<file path="config.mk">
export PLATFORM = sky130hd
export DESIGN_NAME = rgb_to_hsv_pixel
export DESIGN_NICKNAME = d
export VERILOG_FILES = /design/src/rtl/rhsv_pkg.sv /design/src/rtl/rgb_to_hsv_pixel.sv
export SDC_FILE = /design/constraint.sdc
export NUM_CORES = 2
export LEC_CHECK = 0
export ABC_AREA = 1
export BUFFER_PORTS_ARGS = -buffer_cell sky130_fd_sc_hd__buf_2
export CAP_MARGIN = 10
export CORE_ASPECT_RATIO = 1.5
export CORE_MARGIN = 1
export CORE_UTILIZATION = 54
export CTS_CLUSTER_DIAMETER = 80
export CTS_CLUSTER_SIZE = 16
export DETAILED_ROUTE_END_ITERATION = 12
export PLACE_DENSITY_LB_ADDON = 0.08
export REMOVE_ABC_BUFFERS = 1
export SYNTH_ARGS = -nofsm -noshare
export SYNTH_HDL_FRONTEND = slang
export SYNTH_SLANG_ARGS = --single-unit
</file>
<file path="constraint.sdc">
create_clock -name i_clk -period 48.1 [get_ports i_clk]
set_input_delay 7.215 -clock i_clk [delete_from_list [all_inputs] [get_ports i_clk]]
set_output_delay 7.215 -clock i_clk [all_outputs]
set_load 0.005 [all_outputs]
</file>
<file path="src/rtl/rhsv_pkg.sv">
`timescale 1ns / 1ps

package rhsv_pkg;

    // Hue is carried in 1/64-degree units.
    localparam int unsigned HUE_PER_60 = 3840;
    localparam int unsigned HUE_TURN   = 23040;
    localparam logic [14:0] HUE_OFF_G  = 15'(2 * HUE_PER_60);
    localparam logic [14:0] HUE_OFF_B  = 15'(4 * HUE_PER_60);

    // Quotient widths: hue magnitude stays at or below 3840, saturation below 65536
    // except for the full-saturation case, which is flagged separately.
    localparam int unsigned HQ_W      = 12;
    localparam int unsigned SQ_W      = 16;
    localparam int unsigned DIV_STEPS = SQ_W;

    // Pipeline: input register, analysis, divider set-up, divider steps, output.
    localparam int unsigned NST = 3 + DIV_STEPS + 1;

    localparam logic [1:0] SECT_R = 2'd0;
    localparam logic [1:0] SECT_G = 2'd1;
    localparam logic [1:0] SECT_B = 2'd2;

    typedef struct packed {
        logic [7:0]      hi;
        logic [7:0]      delta;
        logic [8:0]      diff;
        logic [1:0]      sect;
    } t_ana;

    typedef struct packed {
        logic [7:0]      hrem;
        logic [HQ_W-1:0] hnum;
        logic [HQ_W-1:0] hq;
        logic [7:0]      srem;
        logic [SQ_W-1:0] sq;
        logic [7:0]      hi;
        logic [7:0]      delta;
        logic            neg;
        logic [1:0]      sect;
        logic            gray;
        logic            black;
        logic            full;
    } t_div;

    typedef struct packed {
        logic [14:0]     hue;
        logic [16:0]     sat;
        logic [7:0]      val;
    } t_res;

endpackage

</file>
<file path="src/rtl/rgb_to_hsv_pixel.sv">
`timescale 1ns / 1ps

// Channel   Direction  Width  Contents (lowest bit first)
// s_axis    in         24     blue[7:0], green[15:8], red[23:16]
// m_axis    out        40     hue[14:0], saturation[31:15], value_level[39:32]
//
// One pixel is accepted per clock while the skid register is empty. Between an
// input beat and its output beat lie sixteen one-bit divider stages, which
// produce the saturation quotient (the hue quotient shares the first twelve).
// Reset is synchronous and active low and clears only the valid bits.
// The pipeline advances as a whole; a skid register behind the output stage
// catches the beat that is in flight when the sink stalls, so nothing is lost
// or repeated and the ready seen by the source is a registered signal.

module rgb_to_hsv_pixel
    import rhsv_pkg::*;
(
    input  logic        i_clk,
    input  logic        i_rst_n,
    input  logic        s_axis_tvalid,
    output logic        s_axis_tready,
    input  logic [23:0] s_axis_tdata,   // blue[7:0], green[15:8], red[23:16]
    output logic        m_axis_tvalid,
    input  logic        m_axis_tready,
    output logic [39:0] m_axis_tdata    // hue[14:0], saturation[31:15], value_level[39:32]
);

    // One restoring step on each quotient. The hue divider brings down the
    // next numerator bit; the saturation dividend has only zeros below delta.
    function automatic t_div div_step(input t_div s, input logic hue_on);
        t_div       o;
        logic [8:0] th;
        logic [8:0] ts;
        o  = s;
        th = {s.hrem, s.hnum[HQ_W-1]};
        ts = {s.srem, 1'b0};
        if (hue_on) begin
            o.hnum = {s.hnum[HQ_W-2:0], 1'b0};
            if (th >= {1'b0, s.delta}) begin
                o.hrem = 8'(th - {1'b0, s.delta});
                o.hq   = {s.hq[HQ_W-2:0], 1'b1};
            end else begin
                o.hrem = th[7:0];
                o.hq   = {s.hq[HQ_W-2:0], 1'b0};
            end
        end
        if (ts >= {1'b0, s.hi}) begin
            o.srem = 8'(ts - {1'b0, s.hi});
            o.sq   = {s.sq[SQ_W-2:0], 1'b1};
        end else begin
            o.srem = ts[7:0];
            o.sq   = {s.sq[SQ_W-2:0], 1'b0};
        end
        return o;
    endfunction

    logic [NST-1:0] r_vld;
    logic [23:0]    r_pix;
    t_ana           r_ana;
    t_div           r_dv [0:DIV_STEPS];
    t_res           r_out;
    logic           r_skid_v;
    t_res           r_skid;
    logic           w_en;

    // The whole pipeline moves whenever the skid register is empty.
    assign w_en          = !r_skid_v;
    assign s_axis_tready = w_en;

    // Stage 1: maximum, minimum and the hue sector. Red wins ties over green,
    // and green over blue.
    t_ana       n_ana;
    logic [7:0] w_b, w_g, w_r, w_lo;

    always_comb begin
        w_b = r_pix[7:0];
        w_g = r_pix[15:8];
        w_r = r_pix[23:16];
        n_ana.hi = (w_r > w_g) ? w_r : w_g;
        if (w_b > n_ana.hi) begin
            n_ana.hi = w_b;
        end
        w_lo = (w_r < w_g) ? w_r : w_g;
        if (w_b < w_lo) begin
            w_lo = w_b;
        end
        n_ana.delta = n_ana.hi - w_lo;
        if (w_r == n_ana.hi) begin
            n_ana.sect = SECT_R;
            n_ana.diff = {1'b0, w_g} - {1'b0, w_b};
        end else if (w_g == n_ana.hi) begin
            n_ana.sect = SECT_G;
            n_ana.diff = {1'b0, w_b} - {1'b0, w_r};
        end else begin
            n_ana.sect = SECT_B;
            n_ana.diff = {1'b0, w_r} - {1'b0, w_g};
        end
    end

    // Stage 2: the hue numerator is 3840 times the magnitude of the channel
    // difference. Since that magnitude never exceeds delta, the top eight bits
    // of the numerator already lie below delta and start the remainder.
    t_div        n_init;
    logic [7:0]  w_mag;
    logic [19:0] w_num;

    always_comb begin
        w_mag        = r_ana.diff[8] ? 8'(-r_ana.diff) : r_ana.diff[7:0];
        w_num        = 20'(w_mag) * 20'(HUE_PER_60);
        n_init.hrem  = w_num[19:12];
        n_init.hnum  = w_num[11:0];
        n_init.hq    = '0;
        n_init.srem  = r_ana.delta;
        n_init.sq    = '0;
        n_init.hi    = r_ana.hi;
        n_init.delta = r_ana.delta;
        n_init.neg   = r_ana.diff[8];
        n_init.sect  = r_ana.sect;
        n_init.gray  = (r_ana.delta == 8'd0);
        n_init.black = (r_ana.hi == 8'd0);
        n_init.full  = (r_ana.delta == r_ana.hi);
    end

    // Final stage: apply the sector offset and the sign, wrap negative hues by
    // a full turn, zero the hue of gray pixels, and pick out the special saturation cases.
    t_res               n_out;
    t_div               w_last;
    logic [14:0]        w_off;
    logic signed [15:0] w_hue;

    always_comb begin
        w_last = r_dv[DIV_STEPS];
        case (w_last.sect)
            SECT_G:  w_off = HUE_OFF_G;
            SECT_B:  w_off = HUE_OFF_B;
            default: w_off = 15'd0;
        endcase
        if (w_last.neg) begin
            w_hue = $signed({1'b0, w_off}) - $signed({4'b0, w_last.hq});
        end else begin
            w_hue = $signed({1'b0, w_off}) + $signed({4'b0, w_last.hq});
        end
        if (w_hue < 0) begin
            w_hue = w_hue + $signed(16'(HUE_TURN));
        end
        n_out.hue = w_last.gray ? 15'd0 : w_hue[14:0];
        if (w_last.black) begin
            n_out.sat = 17'd0;
        end else if (w_last.full) begin
            n_out.sat = 17'h10000;
        end else begin
            n_out.sat = {1'b0, w_last.sq};
        end
        n_out.val = w_last.hi;
    end

    always_ff @(posedge i_clk) begin
        if (!i_rst_n) begin
            r_vld <= '0;
        end else if (w_en) begin
            r_vld <= {r_vld[NST-2:0], s_axis_tvalid};
        end
    end

    always_ff @(posedge i_clk) begin
        if (w_en) begin
            r_pix    <= s_axis_tdata;
            r_ana    <= n_ana;
            r_dv[0]  <= n_init;
            r_out    <= n_out;
        end
    end

    // Divider steps; the hue quotient needs only the first twelve of them.
    for (genvar k = 0; k < DIV_STEPS; k++) begin : g_div
        always_ff @(posedge i_clk) begin
            if (w_en) begin
                r_dv[k+1] <= div_step(r_dv[k], (k < HQ_W));
            end
        end
    end

    // Skid register: takes the output beat when the sink refuses it.
    always_ff @(posedge i_clk) begin
        if (!i_rst_n) begin
            r_skid_v <= 1'b0;
        end else if (w_en) begin
            r_skid_v <= r_vld[NST-1] && !m_axis_tready;
        end else if (m_axis_tready) begin
            r_skid_v <= 1'b0;
        end
    end

    always_ff @(posedge i_clk) begin
        if (w_en) begin
            r_skid <= r_out;
        end
    end

    assign m_axis_tvalid = r_skid_v || r_vld[NST-1];
    assign m_axis_tdata  = r_skid_v ? {r_skid.val, r_skid.sat, r_skid.hue}
                                    : {r_out.val, r_out.sat, r_out.hue};

endmodule
</file>
==> results_dict.tcl <==
set metrics [dict create \
    worst_skew_pair.late_latency_ns 0.63 \
    yosysTopAreaCellShare 0.6383 \
    cts_hold_buf 0 \
    combPwrFrac 0.373 \
    critPathKind "reg -> out" \
    seq_area_frac_synth 0.6477 \
    io_buffers 69 \
    fp.coreArea_um2 82320 \
    grt_pass1_wl_mm 120.5 \
    critPathLaunchType "flip-flop" \
    num_vias 25620 \
    drv_slew 0 \
    hp-start "r_dv[0][337]" \
    rows 129 \
    mostFrequentLayoutCells "edfxtp_1, inv_1, nand2_1, nor2_1, ha_1" \
    worstPathRequired_ns 40.88 \
    max_stage_delay_ns 0.56 \
    reg2reg_depth 25 \
    ctsResizeCount 0 \
    multiInputGateArea_um2 13510 \
    path_clk_slew_ns 0.08 \
    min_period_ns 10.16 \
    finalSetupViolCount 0 \
    p_leak_nw 20.61 \
    avgSynthCellArea_um2 12.01 \
    detail_route.wl_per_cell_um 15.14 \
    first_global_vias 25980 \
    firstDrtPassIters 5 \
    r2r_slack_ns 41.43 \
    drive_above_1_share 0.05359 \
    power_density_nw_per_um2 69.34 \
    hpwl_mm 53.56 \
    worst_slew_pin_slew_ns 1.129 \
    max_freq_mhz 98.46 \
    reg2reg_from "r_pix[15]" \
    worstHoldPathCells 0 \
    hold-path-endpoint "r_dv[0][416]" \
    antenna-diode-count 0 \
    antenna_found_initial 1 \
    drv_cap 0 \
    worstReg2RegEnd "n_init[5]" \
    final_common_cell "edfxtp_1" \
    synth_area_leaders "edfxtp_1, ha_1, inv_1" \
    min-delay-path-class "reg -> reg" \
    post_dp_cell_area_um2 46390 \
    synthCells 3734 \
    status "completed" \
    grt_max_degree 148 \
    crit_slowest_cell "buf_12" \
    end_kind "primary output" \
    worstPathCellList "buf_4 > inv_8 > buf_12 > nand2_1 > nand2_1 > buf_2" \
    seqPwrFrac 0.461 \
    cts_sinks 974 \
    cts_tree "built" \
    clock_path_buffers 3 \
    cts_setup_buffers 0 \
    hold_ws_ns 0.4055 \
    swShare 0.3470 \
    dieWidth_um 237.3 \
    die_h_um 354.9 \
    relSlewSlack 0.2462 \
    cts-root-buf "clkbuf_16" \
    io_pins 70 \
    fin_ws_ns 37.94 \
    ir_drop_uv 31.26 \
    skew_ns 0.02055 \
    yosysWarnings 0 \
    pre_cts_ws_ns 38.58 \
    area_growth_pct 7.937 \
    final_cell_area_um2 48390 \
    initial_core_util 0.5447 \
    p_clk_frac 0.165 \
    power.switching_w 0.001164 \
    cp_common_cell "nand2_1" \
    crit_fanout 147 \
    wl_mm 74.37 \
    die_area_um2 84210 \
    final.setup.tns_ns 0 \
    cts_max_level 3 \
    syn_area_um2 44840 \
    grt_use_total 0.1803 \
    drtAntennaViolNets 0 \
    yosys.cell_types.count 45 \
    hold_viol 0 \
    via_per_inst 5.216 \
    drc 0 \
    drtIter0Drc 1212 \
    nNetsFinal 4200 \
    synth_top_area_cell "edfxtp_1" \
    regArea_um2 29040 \
    rsz0062_at_grt "no" \
    worstPathArrival_ns 2.94 \
    synth_seq_cells 974 \
    cts_made_buffers 71 \
    fillers 6700 \
    grt-ovfl-total 0 \
    internal_power_w 0.002191 \
    min_period_over_period 0.2111 \
    gp_congestion 0.9918 \
]
-- sequential cells by signal, indices dropped and copies added (netlist names) --
name / cells
r_skid_v: 1
r_dv: 822
r_ana: 8
r_vld: 20
r_skid: 40
r_out: 40
n_init: 19
r_pix: 24
-- power by group through the flow --
stage          Clock [W]  Combinational [W]  Sequential, W
6_report        0.000555            0.00125        0.00155
5_1_grt         0.000606            0.00146        0.00158
4_1_cts         0.000577            0.00128        0.00155
3_5_place_dp           0            0.00127        0.00157
3_3_place_gp           0            0.00123        0.00156
2_1_floorplan          0           0.000992        0.00151
-- worst max path at each step --
stage,cells past startpoint,endpoint,startpoint
floorplan,3,m_axis_tdata[0],r_skid_v
global placement,6,m_axis_tdata[4],r_skid_v
detailed placement,6,m_axis_tdata[10],r_skid_v
CTS,6,m_axis_tdata[10],r_skid_v
global route,6,m_axis_tdata[11],r_skid_v
finish,6,m_axis_tdata[3],r_skid_v
-- routing by layer --
| layer | share of wire | global-route usage | wire, um |
|---|---|---|---|
| met1 | 0.34 | 0.1609 | 25360 |
| met2 | 0.58 | 0.3734 | 43110 |
| met3 | 0.027 | 0.02544 | 1975 |
| met4 | 0.053 | 0.1003 | 3915 |
| met5 | 0 | 0 | 0 |
-- critical path, delay by kind of cell, from the launching register on --
kind / cells / cell delay [ns]
and+or+nand+nor: 2 / 0.22
buffers and inverters: 4 / 1.48
DFF: 1 / 0.31
-- Yosys cell counts --
master and n:
xnor2_1 49, o21ai_0 237, o211ai_1 2, and3_1 1
nand4_1 26, clkbuf_1 47, a21oi_1 190, o22ai_1 14
or2_2 4, nand2_1 527, a21o_1 2, buf_1 2
inv_1 544, nand3b_1 2, nor2_4 4, nand3_2 5
o31ai_1 24, fa_1 43, o311ai_1 1, o41ai_1 1
nand3_1 122, nor2_1 379, inv_2 1, nand2_4 6
a211oi_1 7, xor2_1 117, buf_6 3, nor3_1 41
edfxtp_1 953, clkinv_1 1, nand2_2 14, nor3b_1 3
a311oi_1 7, a211o_1 2, o21bai_1 7, dfxtp_1 21
nor2_2 2, a31oi_1 16, a221oi_1 2, buf_12 1
nand3b_2 1, nor4_1 8, buf_2 2, and2_1 1
ha_1 292
-- kinds of logic (layout without fill, tap and decap cells) --
logic type | count (synthesis) | in the layout | share of synthesized area
XOR/XNOR | 166 | 166 | 0.03243
adder cells (fa/ha/maj) | 335 | 335 | 0.1007
buffers and inverters | 601 | 730 | 0.05124
AND/OR/NAND/NOR | 1146 | 1146 | 0.1066
flip-flops | 974 | 974 | 0.6477
AO/OA/AOI/OAI | 512 | 512 | 0.06142
-- area by class of cell --
class	instances	share of cell area
flip-flops and latches	974	0.6001
multi-input cells	2159	0.2791
inverters	546	0.04250
clock buffers	88	0.03847
well taps	1048	0.02710
repair buffers	85	0.009876
clock inverters	11	0.002870
-- stage by stage --
step	util	total power, W	instances
final	0.5879	0.003356	4911
after global routing	0.5879	0.003652	4911
after CTS	0.5879	0.003406	4911
after detailed placement	0.5636	0.002841	4812
after global placement	0.5636	0.002795	4812
after floorplan	-	0.002499	3679
No activity file was read; power rests on OpenSTA's default activity.
